--- src/rtl/core/nvd_pkg.sv ---
// ----------------------------------------------------------------------------
// nvd_pkg
// Shared types and constants of the nibble varint decoder.
// ----------------------------------------------------------------------------
package nvd_pkg;

    localparam int unsigned ValueWidth = 64;
    localparam int unsigned UsedWidth  = 4;
    localparam int unsigned ByteWidth  = 8;
    localparam int unsigned NibWidth   = 4;
    localparam logic [3:0]  MaxCount   = 4'd9;

    typedef enum logic [1:0] {
        ST_OK       = 2'd0,
        ST_BADCOUNT = 2'd1,
        ST_MISSING  = 2'd2,
        ST_NODATA   = 2'd3
    } t_status;

    typedef struct packed {
        logic [ValueWidth-1:0] value;
        logic [UsedWidth-1:0]  used;
        t_status               status;
    } t_result;

endpackage

--- src/rtl/core/nvd_in_stage.sv ---
// ----------------------------------------------------------------------------
// nvd_in_stage
// Input register slice: captures one transaction and holds it until decode.
// ----------------------------------------------------------------------------
module nvd_in_stage (
    input  logic                           i_clk,
    input  logic                           i_rst_n,
    input  logic                           i_valid,
    output logic                           o_ready,
    input  logic [nvd_pkg::ByteWidth-1:0]  i_byte,
    input  logic                           i_end,
    input  logic                           i_adv,
    output logic                           o_valid,
    output logic [nvd_pkg::ByteWidth-1:0]  o_byte,
    output logic                           o_end
);

    logic                          r_valid;
    logic [nvd_pkg::ByteWidth-1:0] r_byte;
    logic                          r_end;

    assign o_ready = !r_valid || i_adv;

    always_ff @(posedge i_clk) begin
        if (!i_rst_n) begin
            r_valid <= 1'b0;
        end else if (i_valid && o_ready) begin
            r_valid <= 1'b1;
        end else if (i_adv) begin
            r_valid <= 1'b0;
        end
    end

    always_ff @(posedge i_clk) begin
        if (i_valid && o_ready) begin
            r_byte <= i_byte;
            r_end  <= i_end;
        end
    end

    assign o_valid = r_valid;
    assign o_byte  = r_byte;
    assign o_end   = r_end;

endmodule

--- src/rtl/core/nvd_decode.sv ---
// ----------------------------------------------------------------------------
// nvd_decode
// Header check, nibble accumulation and value completion, one byte a cycle.
// ----------------------------------------------------------------------------
module nvd_decode (
    input  logic                           i_clk,
    input  logic                           i_rst_n,
    input  logic                           i_valid,
    input  logic [nvd_pkg::ByteWidth-1:0]  i_byte,
    input  logic                           i_end,
    output logic                           o_res_valid,
    output nvd_pkg::t_result               o_res
);

    logic [nvd_pkg::ValueWidth-1:0] r_accum;
    logic [nvd_pkg::ValueWidth-1:0] n_accum;
    logic [nvd_pkg::UsedWidth-1:0]  r_expected;
    logic [nvd_pkg::UsedWidth-1:0]  n_expected;
    logic [nvd_pkg::UsedWidth-1:0]  r_seen;
    logic [nvd_pkg::UsedWidth-1:0]  n_seen;

    logic [nvd_pkg::NibWidth-1:0]   hi_nib;
    logic [nvd_pkg::NibWidth-1:0]   lo_nib;
    logic [6:0]                     sh_lo;
    logic [6:0]                     sh_hi;
    logic [nvd_pkg::ValueWidth-1:0] acc_next;
    logic [nvd_pkg::UsedWidth-1:0]  seen_inc;

    assign hi_nib   = i_byte[7:4];
    assign lo_nib   = i_byte[3:0];
    assign sh_lo    = {r_seen, 3'b000};
    assign sh_hi    = sh_lo - 7'd4;
    assign acc_next = r_accum
                    | (nvd_pkg::ValueWidth'(hi_nib) << sh_hi)
                    | (nvd_pkg::ValueWidth'(lo_nib) << sh_lo);
    assign seen_inc = r_seen + 4'd1;

    always_comb begin
        n_accum     = r_accum;
        n_expected  = r_expected;
        n_seen      = r_seen;
        o_res_valid = 1'b0;
        o_res       = '0;
        if (i_valid) begin
            if (i_end) begin
                n_accum     = '0;
                n_expected  = '0;
                n_seen      = '0;
                o_res_valid = 1'b1;
                o_res.status = (r_expected == '0) ? nvd_pkg::ST_NODATA
                                                  : nvd_pkg::ST_MISSING;
            end else if (r_expected == '0) begin
                if (i_byte == '0) begin
                    o_res_valid = 1'b1;
                    o_res.used  = 4'd1;
                end else if (hi_nib == '0 || hi_nib > nvd_pkg::MaxCount) begin
                    o_res_valid  = 1'b1;
                    o_res.status = nvd_pkg::ST_BADCOUNT;
                end else if (hi_nib == 4'd1) begin
                    o_res_valid = 1'b1;
                    o_res.value = nvd_pkg::ValueWidth'(lo_nib);
                    o_res.used  = 4'd1;
                end else begin
                    n_accum    = nvd_pkg::ValueWidth'(lo_nib);
                    n_expected = hi_nib;
                    n_seen     = 4'd1;
                end
            end else if (seen_inc >= r_expected) begin
                o_res_valid = 1'b1;
                o_res.value = acc_next;
                o_res.used  = r_expected;
                n_accum     = '0;
                n_expected  = '0;
                n_seen      = '0;
            end else begin
                n_accum = acc_next;
                n_seen  = seen_inc;
            end
        end
    end

    always_ff @(posedge i_clk) begin
        if (!i_rst_n) begin
            r_accum    <= '0;
            r_expected <= '0;
            r_seen     <= '0;
        end else begin
            r_accum    <= n_accum;
            r_expected <= n_expected;
            r_seen     <= n_seen;
        end
    end

endmodule

--- src/rtl/core/nvd_out_stage.sv ---
// ----------------------------------------------------------------------------
// nvd_out_stage
// Result register: holds a finished result until the transaction completes.
// ----------------------------------------------------------------------------
module nvd_out_stage (
    input  logic             i_clk,
    input  logic             i_rst_n,
    input  logic             i_load,
    input  nvd_pkg::t_result i_res,
    input  logic             i_ready,
    output logic             o_free,
    output logic             o_valid,
    output nvd_pkg::t_result o_res
);

    logic             r_valid;
    nvd_pkg::t_result r_res;

    assign o_free = !r_valid || i_ready;

    always_ff @(posedge i_clk) begin
        if (!i_rst_n) begin
            r_valid <= 1'b0;
        end else if (i_load) begin
            r_valid <= 1'b1;
        end else if (i_ready) begin
            r_valid <= 1'b0;
        end
    end

    always_ff @(posedge i_clk) begin
        if (i_load) begin
            r_res <= i_res;
        end
    end

    assign o_valid = r_valid;
    assign o_res   = r_res;

endmodule

--- src/rtl/core/nibble_varint_u64_decoder_unit.sv ---
// ----------------------------------------------------------------------------
// nibble_varint_u64_decoder_unit
// Decodes nibble-coded variable-length unsigned 64-bit values from a byte
// stream.
// ----------------------------------------------------------------------------
// Takes one byte (or a stream-end marker) per cycle at full rate while the
// result sink accepts; a stalled result register holds off the input. Each
// transaction passes an input register, then one pass of header check and
// nibble insertion into the accumulator, and lands in the result register.
// The accumulator update sets the rate of one byte per clock.
// ----------------------------------------------------------------------------
module nibble_varint_u64_decoder_unit (
    input  logic        i_clk,
    input  logic        i_rst_n,
    input  logic        i_s_tvalid,
    output logic        o_s_tready,
    input  logic [7:0]  i_s_tdata,   // [7:0] in_byte
    input  logic        i_s_tuser,   // [0] stream_end
    output logic        o_m_tvalid,
    input  logic        i_m_tready,
    output logic [71:0] o_m_tdata,   // [63:0] decoded_value, [67:64] used_bytes, zero pad
    output logic [1:0]  o_m_tuser    // [1:0] status
);

    logic             in_valid;
    logic [7:0]       in_byte;
    logic             in_end;
    logic             out_free;
    logic             adv;
    logic             res_valid;
    nvd_pkg::t_result res;
    nvd_pkg::t_result out_res;

    assign adv = in_valid && out_free;

    nvd_in_stage u_in (
        .i_clk   (i_clk),
        .i_rst_n (i_rst_n),
        .i_valid (i_s_tvalid),
        .o_ready (o_s_tready),
        .i_byte  (i_s_tdata),
        .i_end   (i_s_tuser),
        .i_adv   (adv),
        .o_valid (in_valid),
        .o_byte  (in_byte),
        .o_end   (in_end)
    );

    nvd_decode u_decode (
        .i_clk       (i_clk),
        .i_rst_n     (i_rst_n),
        .i_valid     (adv),
        .i_byte      (in_byte),
        .i_end       (in_end),
        .o_res_valid (res_valid),
        .o_res       (res)
    );

    nvd_out_stage u_out (
        .i_clk   (i_clk),
        .i_rst_n (i_rst_n),
        .i_load  (res_valid),
        .i_res   (res),
        .i_ready (i_m_tready),
        .o_free  (out_free),
        .o_valid (o_m_tvalid),
        .o_res   (out_res)
    );

    assign o_m_tdata = {4'b0000, out_res.used, out_res.value};
    assign o_m_tuser = out_res.status;

    a_reset_idle: assert property (@(posedge i_clk)
        !i_rst_n |=> !o_m_tvalid)
        else $error("result valid right after reset");

    a_ok_used: assert property (@(posedge i_clk) disable iff (!i_rst_n)
        (o_m_tvalid && o_m_tuser == nvd_pkg::ST_OK)
            |-> (o_m_tdata[67:64] != 4'd0 && o_m_tdata[67:64] <= nvd_pkg::MaxCount))
        else $error("ok result with bad used byte count");

    a_err_zero: assert property (@(posedge i_clk) disable iff (!i_rst_n)
        (o_m_tvalid && o_m_tuser != nvd_pkg::ST_OK)
            |-> (o_m_tdata[67:0] == 68'd0))
        else $error("error result carries nonzero value or count");

    a_single_nib: assert property (@(posedge i_clk) disable iff (!i_rst_n)
        (o_m_tvalid && o_m_tdata[67:64] == 4'd1) |-> (o_m_tdata[63:4] == 60'd0))
        else $error("one-byte value wider than a nibble");

endmodule

--- config.mk ---
export PLATFORM = sky130hd
export DESIGN_NAME = nibble_varint_u64_decoder_unit
export DESIGN_NICKNAME = d
export VERILOG_FILES = /design/src/rtl/core/nvd_pkg.sv /design/src/rtl/core/nvd_in_stage.sv /design/src/rtl/core/nvd_decode.sv /design/src/rtl/core/nvd_out_stage.sv /design/src/rtl/core/nibble_varint_u64_decoder_unit.sv
export SDC_FILE = /design/constraint.sdc
export NUM_CORES = 1
export LEC_CHECK = 0
export BUFFER_PORTS_ARGS = -buffer_cell sky130_fd_sc_hd__buf_4
export CAP_MARGIN = 10
export CORE_MARGIN = 3
export CORE_UTILIZATION = 61
export DETAILED_ROUTE_END_ITERATION = 10
export GPL_ROUTABILITY_DRIVEN = 0
export GPL_TIMING_DRIVEN = 0
export PLACE_DENSITY_LB_ADDON = 0.15
export SKIP_CTS_REPAIR_TIMING = 1
export SYNTH_ARGS = -nofsm -noshare
export SYNTH_HDL_FRONTEND = slang
export SYNTH_SLANG_ARGS = --single-unit
--- constraint.sdc ---
create_clock -name i_clk -period 10.9 [get_ports i_clk]
set_input_delay 0.545 -clock i_clk [delete_from_list [all_inputs] [get_ports i_clk]]
set_output_delay 0.545 -clock i_clk [all_outputs]
set_load 0.01 [all_outputs]
==> impl_results.md <==
- Max-slew violation count: 0
- Layout cells sized above 1: 18.8%
- Endpoints failing setup: 0
- Initial antenna violation count: 0
- Area contributors post-synth: edfxtp_1, dfxtp_1, nor2_1
- Cells after Synth: 592
- Critical-path maximum fanout: 10
- # rows: 35
- Area of the multi-input gates: 0.00205 mm²
- Largest net degree at the start of global routing: 36
- Run status: finished clean
- Crit start category: flop
- CTS tree: yes
- Vias: slightly above 5000
- Final min period: 3.46 ns
- Maximum vdd ir drop: a little over 0.1 mV
- Final nets: 719
- Worst-path clk slew: 0.06 ns
- Vias in the first global route: 5006
- Clk root buf: clkbuf_8
- Comb pwr share: 6.3%
- Clock latency on the worst-skew pair: approximately 0.52 ns
- Clock network power share: 47.0%
- Power per cell area: about 180 mW/mm²
- Setup TNS: 0 ns
- Worst-case clock buffer depth: 2
- FF+latch count, synth: 153
- Psw: 0.000296 W
- IO buf count: between 80 and 90
- Lkg Pwr: 2.73 nW
- Final Hold Fails: 0
- Core Footprint: 0.00950 mm²
- Syn Area/Cell: about 10 µm²
- Post-DRT Antenna Nets: 0
- Number of synthesized flops with an enable pin: 79
- Starting Density: between 60% and 70%
- Post-Syn Area: 0.00611 mm²
- Synth area leader: edfxtp_1
- Ports: 89
- Actual slew at the worst max-slew pin: 0.864 ns
- Max-cap violations: 0
- Routed wire per std cell: 17.9 µm
- Drt via density: between 6 and 7
- Max Clock Skew: 0.00705 ns
- Net switching share of the total power: 22.1%
- Seq pwr share: 46.7%
- Data required, critical path: 11.14 ns
- First-pass GRT wire length: about 25000 µm
- Worst hold slack: 0.201 ns
- Internal power: 0.00105 W
- Drt total wl: 15100 µm
- DP HPWL: 9970 µm
- Register area: 0.00385 mm²
- Leading cell types by count after synthesis: nor2_1, edfxtp_1, dfxtp_1
- Sequential share of the synthesized area: 63.1%
- Main flop type after synthesis: edfxtp_1
- Drt initial violations: 498
- Setup CP Type: reg -> reg
- RSZ-0062 raised after global routing: no
- Gr ovfl total: 0
- Final worst setup slack: about 7.4 ns
- H-tree Lvls: 4
- Die Height: 106 µm
- Synth warn: 0
- Tcrit/Tclk final: a little under a third
- DRT Pass-1 Iters: 7
- Post-Place Worst Slack: 7.59 ns
- Fmax: 289 MHz
- Die area: 0.0112 mm²
- Sink Count: about 150
- TritonCTS Buffers: 17
- Max_slew headroom: 42.0%
- Share of Yosys cell area claimed by the top area cell type: between 30% and 40%
- Layout Area Growth over Synthesis: 24.5%
- Hold Path Class: in -> reg
- GR Util All Layers: 27.9%
- FFs w/ async S/R, synth: 0%
- Count leader, synth: nor2_1
- Crit end category: flop
- Die width: 106 µm
- WP data arrival: 3.70 ns
- # DRC: 0
- Synth cell types: 40
- Core Util, Final: 80.0%
- Filler Cells Inserted: about 610
- ANT cells: 0
-- flip-flops by register name, indices dropped and copies added (netlist names) --
name / count
u_in.o_valid: 1
u_out.o_res: 70
u_in.o_byte: 8
u_decode.r_seen: 4
u_decode.r_expected: 4
u_decode.r_accum: 64
u_in.o_end: 1
u_out.o_valid: 1
-- critical path: stages, from the launching register on --
cell,delay (ns)
dfxtp_1,0.50
clkinv_1,0.37
ha_1,0.63
ha_1,0.31
a21oi_1,0.20
o21ai_0,0.14
nand3_1,0.38
clkbuf_1,0.49
nor2_1,0.15
-- stage by stage --
step           total power (W)  std cells  area, µm²
2_1_floorplan         0.000683        595       6120
3_3_place_gp          0.000717        808       6910
3_5_place_dp          0.000720        810       6960
4_1_cts                0.00134        841       7600
5_1_grt                0.00138        841       7600
6_report               0.00134        841       7600
-- worst paths after layout --
kind / from / to / slack [ns] / cells after the start
worst min-delay path: i_s_tdata[3] / u_in.o_byte[3] / 0.20 / 1
worst max-delay path: u_decode.r_seen[0] / u_out.o_res[30] / 7.44 / 8
worst max register to register: u_decode.r_seen[0] / u_out.o_res[30] / 7.44 / 8
worst min register to register: u_decode.r_accum[7] / u_decode.r_accum[7] / 0.47 / 2
-- cell type report --
cell class | count | area share (%)
timing repair buffer | 86 | 8.82
sequential | 153 | 50.7
multi-input combinational | 389 | 27.0
buffer | 45 | 2.65
tap | 129 | 2.12
clock inverter | 13 | 2.86
clock buffer | 18 | 5.50
inverter | 8 | 0.395
-- power by group through the flow --
stage	Sequential [W]	Combinational, W	Clock (W)
floorplan	0.000644	0.0000394	0
global placement	0.000640	0.0000772	0
detailed placement	0.000638	0.0000820	0
CTS	0.000626	0.0000835	0.000634
global route	0.000627	0.0000911	0.000658
finish	0.000626	0.0000850	0.000631
-- cells in the final DEF (no fill, tap or decap), types with 8 or more instances in the layout --
| master | synthesis | final |
|---|---|---|
| nor2_1 | 157 | 157 |
| nand2_1 | 21 | 21 |
| a22o_1 | 9 | 9 |
| buf_4 | 4 | 88 |
| dfxtp_1 | 74 | 74 |
| a41oi_1 | 12 | 12 |
| edfxtp_1 | 79 | 79 |
| and2_1 | 12 | 12 |
| buf_2 | 8 | 8 |
| clkbuf_16 | 0 | 16 |
| clkbuf_1 | 32 | 33 |
| a21oi_1 | 60 | 59 |
| a31oi_1 | 47 | 47 |
-- routing by layer --
layer / global-route usage [%] / wire length, µm / vias to the layer above
li1: - / - / 2325
met1: 36.2 / 5800 / 2397
met2: 45.7 / 7300 / 344
met3: 5.53 / 1460 / 58
met4: 12.7 / 537 / 0
met5: 0 / 0 / -
-- logic make-up (layout without fill, tap and decap cells) --
logic type	Yosys count	in the layout	synth area share, %
mux	1	1	0.164
compound gates	147	147	15.1
other cells	1	4	0.0614
buf+inv	53	170	3.79
xor+xnor	8	8	1.15
flops	153	153	63.1
fa+ha+maj	6	6	1.23
simple gates	223	223	15.4
No activity file was read; power rests on OpenSTA's default activity.
